$ cat config.mk
export PLATFORM = sky130hd
export DESIGN_NAME = kcf_ctrl
export DESIGN_NICKNAME = d
export VERILOG_FILES = /design/src/hdl/kcf_pkg.sv /design/src/hdl/kcf_ctrl.sv
export SDC_FILE = /design/constraint.sdc
export NUM_CORES = 1
export LEC_CHECK = 0
export BUFFER_PORTS_ARGS = -buffer_cell sky130_fd_sc_hd__buf_2
export CAP_MARGIN = 30
export CORE_MARGIN = 1
export CORE_UTILIZATION = 40
export DETAILED_ROUTE_END_ITERATION = 7
export GPL_ROUTABILITY_DRIVEN = 0
export PLACE_DENSITY = 0.7
export SLEW_MARGIN = 20
export SYNTH_ARGS = -nofsm -noshare
export SYNTH_HDL_FRONTEND = slang
export SYNTH_SLANG_ARGS = --single-unit
$ cat constraint.sdc
create_clock -name i_clk -period 2.3 [get_ports i_clk]
set_clock_uncertainty 0.15 [all_clocks]
set_input_delay 0.575 -clock i_clk [delete_from_list [all_inputs] [get_ports i_clk]]
set_output_delay 0.575 -clock i_clk [all_outputs]
set_load 0.01 [all_outputs]
$ cat src/hdl/kcf_pkg.sv
// Shared types, constants and helpers for the key chatter filter.
// No dependencies; every other file of the block imports this package.
`default_nettype none

package kcf_pkg;

    // Key table geometry and tick limits.
    localparam int NUM_KEYS              = 768;
    localparam int KEY_AW                = $clog2(NUM_KEYS);
    localparam int MAX_RELEASES_PER_TICK = 32;
    localparam int EXP_W                 = $clog2(MAX_RELEASES_PER_TICK + 1);

    // Field widths.
    localparam int TYPE_W  = 16;
    localparam int CODE_W  = 16;
    localparam int VALUE_W = 32;
    localparam int WIN_W   = 10;
    localparam int TDATA_W = TYPE_W + CODE_W + VALUE_W;

    // Configuration port.
    localparam int CFG_IDX_W = 2;
    localparam int CFG_W     = WIN_W;
    localparam logic [CFG_IDX_W-1:0] CFG_GAME_BYPASS   = 2'd0;
    localparam logic [CFG_IDX_W-1:0] CFG_DELAY_RELEASE = 2'd1;
    localparam logic [CFG_IDX_W-1:0] CFG_WINDOW_MS     = 2'd2;
    localparam logic [WIN_W-1:0]     WINDOW_MS_RESET   = 10'd30;

    // Event codes.
    localparam logic [TYPE_W-1:0] EV_KEY      = 16'd1;
    localparam logic [TYPE_W-1:0] EV_SYN      = 16'd0;
    localparam logic [CODE_W-1:0] REPORT_CODE = 16'd0;

    // Keys that game bypass lets through untouched.
    localparam logic [CODE_W-1:0] GAME_KEY_W = 16'd17;
    localparam logic [CODE_W-1:0] GAME_KEY_A = 16'd30;
    localparam logic [CODE_W-1:0] GAME_KEY_S = 16'd31;
    localparam logic [CODE_W-1:0] GAME_KEY_D = 16'd32;

    // One key table entry: remaining ticks and window flags.
    typedef struct packed {
        logic [WIN_W-1:0] count;
        logic             is_open;
        logic             chat;
        logic             held;
    } t_entry;

    typedef enum logic [3:0] {
        S_CLEAR,
        S_IDLE,
        S_EV_RD,
        S_EV_EVAL,
        S_EV_FWD,
        S_EV_FWD_M,
        S_EV_MARK,
        S_TK_RD,
        S_TK_EVAL,
        S_TK_PKEY,
        S_TK_PMARK,
        S_TK_FKEY,
        S_TK_FMARK
    } t_state;

    typedef enum logic [1:0] {
        RD_CODE,
        RD_IDX,
        RD_IDX_NEXT
    } t_rd_sel;

    typedef enum logic [1:0] {
        OUT_INPUT,
        OUT_MARK,
        OUT_PEND
    } t_out_sel;

    // Commands from the controller to the datapath.
    typedef struct packed {
        logic     in_take;
        logic     scan_init;
        logic     mem_rd;
        t_rd_sel  rd_sel;
        logic     idx_inc;
        logic     clr_wr;
        logic     ev_commit;
        logic     tk_commit;
        logic     pend_set;
        logic     pend_clr;
        logic     out_load;
        t_out_sel out_sel;
        logic     out_last;
    } t_cmd;

    // Status from the datapath to the controller.
    typedef struct packed {
        logic in_tick;
        logic in_key;
        logic ev_fwd;
        logic ev_mark;
        logic tk_emit;
        logic pend_valid;
        logic idx_last;
        logic out_free;
    } t_status;

    function automatic logic is_game_key(input logic [CODE_W-1:0] code);
        return (code == GAME_KEY_W) || (code == GAME_KEY_A) ||
               (code == GAME_KEY_S) || (code == GAME_KEY_D);
    endfunction

endpackage

`default_nettype wire

$ cat src/hdl/kcf_ctrl.sv
// Sequencing controller of the key chatter filter.
// Depends on kcf_pkg; drives the datapath through t_cmd and reads t_status.
`default_nettype none

module kcf_ctrl (
    input  wire              i_clk,
    input  wire              i_rst_n,
    input  wire              i_s_valid,
    output logic             o_s_ready,
    input  kcf_pkg::t_status i_st,
    output kcf_pkg::t_cmd    o_cmd
);
    import kcf_pkg::*;

    t_state r_state;
    t_state n_state;

    always_ff @(posedge i_clk) begin
        if (!i_rst_n) begin
            r_state <= S_CLEAR;
        end else begin
            r_state <= n_state;
        end
    end

    // Next state.
    always_comb begin
        n_state = r_state;
        unique case (r_state)
            S_CLEAR: begin
                if (i_st.idx_last) n_state = S_IDLE;
            end
            S_IDLE: begin
                if (i_s_valid) begin
                    if (i_st.in_tick)     n_state = S_TK_RD;
                    else if (i_st.in_key) n_state = S_EV_RD;
                    else                  n_state = S_EV_FWD;
                end
            end
            S_EV_RD:   n_state = S_EV_EVAL;
            S_EV_EVAL: begin
                if (i_st.ev_fwd && i_st.ev_mark) n_state = S_EV_FWD_M;
                else if (i_st.ev_fwd)            n_state = S_EV_FWD;
                else                             n_state = S_IDLE;
            end
            S_EV_FWD: begin
                if (i_st.out_free) n_state = S_IDLE;
            end
            S_EV_FWD_M: begin
                if (i_st.out_free) n_state = S_EV_MARK;
            end
            S_EV_MARK: begin
                if (i_st.out_free) n_state = S_IDLE;
            end
            S_TK_RD:   n_state = S_TK_EVAL;
            S_TK_EVAL: begin
                if (i_st.tk_emit && i_st.pend_valid) begin
                    n_state = S_TK_PKEY;
                end else if (i_st.idx_last) begin
                    n_state = (i_st.pend_valid || i_st.tk_emit) ? S_TK_FKEY : S_IDLE;
                end
            end
            S_TK_PKEY: begin
                if (i_st.out_free) n_state = S_TK_PMARK;
            end
            S_TK_PMARK: begin
                if (i_st.out_free) n_state = i_st.idx_last ? S_TK_FKEY : S_TK_RD;
            end
            S_TK_FKEY: begin
                if (i_st.out_free) n_state = S_TK_FMARK;
            end
            S_TK_FMARK: begin
                if (i_st.out_free) n_state = S_IDLE;
            end
            default: n_state = S_IDLE;
        endcase
    end

    // Commands.
    always_comb begin
        o_cmd         = '0;
        o_cmd.rd_sel  = RD_IDX;
        o_cmd.out_sel = OUT_INPUT;
        o_s_ready     = (r_state == S_IDLE);
        unique case (r_state)
            S_CLEAR: begin
                o_cmd.clr_wr  = 1'b1;
                o_cmd.idx_inc = !i_st.idx_last;
            end
            S_IDLE: begin
                o_cmd.in_take   = i_s_valid;
                o_cmd.scan_init = i_s_valid && i_st.in_tick;
            end
            S_EV_RD: begin
                o_cmd.mem_rd = 1'b1;
                o_cmd.rd_sel = RD_CODE;
            end
            S_EV_EVAL: begin
                o_cmd.ev_commit = 1'b1;
            end
            S_EV_FWD: begin
                o_cmd.out_load = i_st.out_free;
                o_cmd.out_sel  = OUT_INPUT;
                o_cmd.out_last = 1'b1;
            end
            S_EV_FWD_M: begin
                o_cmd.out_load = i_st.out_free;
                o_cmd.out_sel  = OUT_INPUT;
            end
            S_EV_MARK: begin
                o_cmd.out_load = i_st.out_free;
                o_cmd.out_sel  = OUT_MARK;
                o_cmd.out_last = 1'b1;
            end
            S_TK_RD: begin
                o_cmd.mem_rd = 1'b1;
                o_cmd.rd_sel = RD_IDX;
            end
            S_TK_EVAL: begin
                o_cmd.tk_commit = 1'b1;
                if (!(i_st.tk_emit && i_st.pend_valid)) begin
                    o_cmd.pend_set = i_st.tk_emit;
                    if (!i_st.idx_last) begin
                        o_cmd.mem_rd  = 1'b1;
                        o_cmd.rd_sel  = RD_IDX_NEXT;
                        o_cmd.idx_inc = 1'b1;
                    end
                end
            end
            S_TK_PKEY: begin
                o_cmd.out_load = i_st.out_free;
                o_cmd.out_sel  = OUT_PEND;
            end
            S_TK_PMARK: begin
                o_cmd.out_load = i_st.out_free;
                o_cmd.out_sel  = OUT_MARK;
                o_cmd.pend_set = i_st.out_free;
                o_cmd.idx_inc  = i_st.out_free && !i_st.idx_last;
            end
            S_TK_FKEY: begin
                o_cmd.out_load = i_st.out_free;
                o_cmd.out_sel  = OUT_PEND;
            end
            S_TK_FMARK: begin
                o_cmd.out_load = i_st.out_free;
                o_cmd.out_sel  = OUT_MARK;
                o_cmd.out_last = 1'b1;
                o_cmd.pend_clr = i_st.out_free;
            end
            default: o_cmd.out_sel = OUT_INPUT;
        endcase
    end

endmodule

`default_nettype wire

==> run_results.csv <==
group,metric,value,unit
grt,grtUsageTotal,22.9,%
critical_path,worstRegToRegCells,7,
finish,layout-drive-gt1-share,38.0,%
power_and_ir_drop,power_density,1290,nW/um^2
logic_synthesis,yosys_warnings,0,
finish,largest_reg_flops,4,
die,ios,27,
clock_tree,clkTransAtPathRegs,0.04,ns
drt,wl_per_cell,12.7,um
critical_path,critPathSlowestCell,"or4b_4",
sta,finalSetupViolations,0,
clock_tree,cts_num_sinks,4,
finish,regArea,85.1,um^2
sta,rsz0062_at_grt,"no",
critical_path,path_max_fanout,9,
die,start_util,44.5,%
die,row_count,13,
logic_synthesis,synth_top_family_by_area,"simple AND/OR/NAND/NOR gates",
min_path,hp-class,"in -> reg",
sta,clock.fmax,0.451,GHz
clock_tree,cts_buffers,3,
power_and_ir_drop,leakage,0.399,nW
finish,area_growth,37.6,%
logic_synthesis,syn_area,593,um^2
sta,max_slew_margin,79.4,%
logic_synthesis,ys_ff_latch,4,
logic_synthesis,muxShareOfSynthArea,1.69,%
critical_path,r2r_end,"r_state[1]$_SDFFE_PN0P_",
clock_tree,clockBufferDepth,2,
min_path,min_to,"r_state[2]$_SDFFE_PN0P_",
sta,fin_crit,2.22,ns
die,die_w,40.5,um
critical_path,worstSetupPathType,"reg -> out",
die,core,1330,um^2
drt,drc,0,
logic_synthesis,avgSynthCellArea,6.66,um^2
grt,grt_max_degree,19,
sta,hold_violations,0,
flow_run,drv_cap,0,
critical_path,path_cells,"or4b_4 > inv_2 > and3_1 > buf_2",
finish,n_antenna_cell,0,
critical_path,endpoint_kind,"output pin",
finish,layout.nets,137,
grt,antenna_found_initial,0,
grt,grt_pass1_wl,2570,um
finish,fillerInstances,137,
drt,vias,795,
clock_tree,cts_htree_levels,1,
sta,worst_slew_pin_slew,0.305,ns
min_path,holdCritStartpoint,"i_rst_n",
critical_path,arrival,1.49,ns
sta,timing.final.crit_share,96.3,%
logic_synthesis,synth_cells,89,
drt,viasPerCell,5.85,
drt,postRouteAntennaNets,0,
finish,regMostFlops,"r_state",
grt,overflow,0,
die,dieArea,1640,um^2
drt,drtIter0Drc,21,
power_and_ir_drop,finalPower,1.05,mW
grt,grt_pass1_vias,591,
logic_synthesis,synth_compound_area_share,32.7,%
placed_design,hpwlAfterDp,1280,um
critical_path,r2r_start,"r_state[3]$_SDFFE_PN0P_",
logic_synthesis,syn_nets,103,
critical_path,worst_path_largest_cell_delay,0.54,ns
finish,top_regs,"r_state (4)",
power_and_ir_drop,ir_worst_vdd,0.648,mV
logic_synthesis,synthXorXnorAreaFrac,0,%
critical_path,r2r_setup_slack,0.54,ns
finish,multi_input_area,458,um^2
clock_tree,cts_root_buf,"clkbuf_4",
clock_tree,clock_latency,0.24,ns
logic_synthesis,synth.distinct_cells,33,
min_path,hold-path-cell-count,3,
clock_tree,cts_tree,"done",
sta,slew_viol_final,0,
critical_path,critPathRequiredTime,1.57,ns
drt,routed_wirelength,1720,um
die,die_h,40.5,um
sta,finalSetupTns,0,ns
placed_design,portBuffers,26,
drt,firstDrtPassIters,4,
logic_synthesis,synth_fa_ha_area_share,6.33,%
critical_path,cp-start-kind,"register",
logic_synthesis,seq_area_frac_synth,13.5,%
logic_synthesis,synth-simple-area-share,36.5,%
status,status,"finished clean",
[power breakdown]
group | switching, mW | internal [mW] | leakage, nW
Combinational | 0.424 | 0.376 | 0.352
Sequential | 0.0529 | 0.108 | 0.0341
Clock | 0.0291 | 0.0583 | 0.0138
[per-layer routing]
metal | vias to the layer above | wire, um | global-route usage (%)
li1 | 399 | - | -
met1 | 366 | 785 | 28.7
met2 | 30 | 844 | 40.9
met3 | 0 | 93 | 5.00
met4 | 0 | 0 | 1.67
met5 | - | 0 | 0
[synthesized netlist by cell type]
cell type / n / area (um^2)
a211oi_2: 1 / 12.5
a21boi_0: 1 / 7.51
a21o_1: 1 / 7.51
a21oi_1: 10 / 50.1
a2bb2oi_1: 1 / 8.76
a2bb2oi_2: 1 / 15.0
a311oi_1: 3 / 26.3
a32oi_1: 1 / 8.76
and2_1: 2 / 12.5
and3_1: 2 / 12.5
and4_4: 1 / 11.3
buf_1: 1 / 3.75
buf_2: 2 / 10.0
clkbuf_1: 4 / 15.0
dfxtp_1: 4 / 80.1
ha_1: 3 / 37.5
inv_1: 7 / 26.3
mux2i_1: 1 / 10.0
nand2_1: 5 / 18.8
nand2b_1: 5 / 31.3
nand3_1: 2 / 10.0
nand3b_1: 1 / 7.51
nor2_1: 8 / 30.0
nor2b_1: 1 / 6.26
nor3_1: 7 / 35.0
nor4_1: 2 / 12.5
nor4b_1: 1 / 8.76
o211ai_1: 2 / 15.0
o21a_1: 1 / 7.51
o21ai_0: 4 / 20.0
o31ai_1: 2 / 15.0
or3_1: 1 / 6.26
or4b_4: 1 / 13.8
[stage by stage]
step           setup WS [ns]  instance area (um^2)  std cells  hold slack [ns]  util, %
2_1_floorplan          0.181                   593         89            0.561        -
5_1_grt               0.0137                   816        136            0.505     61.2
3_5_place_dp           0.106                   773        131            0.478     58.0
6_report              0.0847                   816        136            0.482     61.2
4_1_cts               0.0260                   797        134            0.482     59.8
3_3_place_gp           0.142                   773        131            0.492     58.0
[cell families after synthesis]
family                   Yosys count
AO/OA/AOI/OAI                     28
multiplexers                       1
AND/OR/NAND/NOR                   39
flip-flops                         4
adder cells (fa/ha/maj)            3
buffers and inverters             14
[layout make-up]
class / count / share of cell area (%)
Clock buffer: 3 / 2.76
Sequential cell: 4 / 10.4
Timing Repair Buffer: 36 / 25.2
Tap cell: 15 / 2.30
Multi-Input combinational cell: 71 / 56.1
Inverter: 7 / 3.22
[timing repair]
item | in CTS | in global routing
resized for setup | 1 | 3
setup buffers | 0 | 2
hold buffers | 0 | 0
endpoints found under the setup margin | 1 | 3
[cell usage in the layout, fill, tap and decap left out]
master / count
a2bb2oi_1: 1
and2_1: 2
a211oi_2: 1
o211ai_1: 2
nor3_1: 7
nor2_1: 8
buf_2: 26
inv_1: 6
buf_4: 10
nor4_1: 2
a32oi_1: 1
a2bb2oi_2: 1
o21ai_0: 4
a21oi_1: 10
o21a_1: 1
mux2i_1: 1
dfxtp_1: 2
a311oi_1: 3
or4b_4: 1
dfxtp_2: 1
nor4b_1: 1
or3_1: 1
ha_1: 3
nand2_1: 5
and4_4: 1
nand3_1: 2
and3_1: 2
o31ai_1: 2
clkbuf_4: 3
a21boi_0: 1
nor2b_1: 1
nand3b_1: 1
nand2b_1: 5
a21o_1: 1
inv_2: 1
dfxtp_4: 1
[worst max path at each step]
stage	slack, ns	from	end
4_1_cts	0.03	r_state[1]$_SDFFE_PN0P_	o_cmd[13]
6_report	0.08	r_state[3]$_SDFFE_PN0P_	o_cmd[13]
2_1_floorplan	0.18	r_state[1]$_SDFFE_PN0P_	o_cmd[1]
3_3_place_gp	0.14	i_st[2]	o_cmd[12]
3_5_place_dp	0.11	i_st[2]	o_cmd[12]
5_1_grt	0.01	i_st[2]	o_cmd[12]
[critical path: cells and delay by family (launching register included)]
kind                   cells  cell delay (ns)
buffers and inverters      2             0.20
DFF                        1             0.36
and+or+nand+nor            2             0.69
No activity file was read; power rests on OpenSTA's default activity.
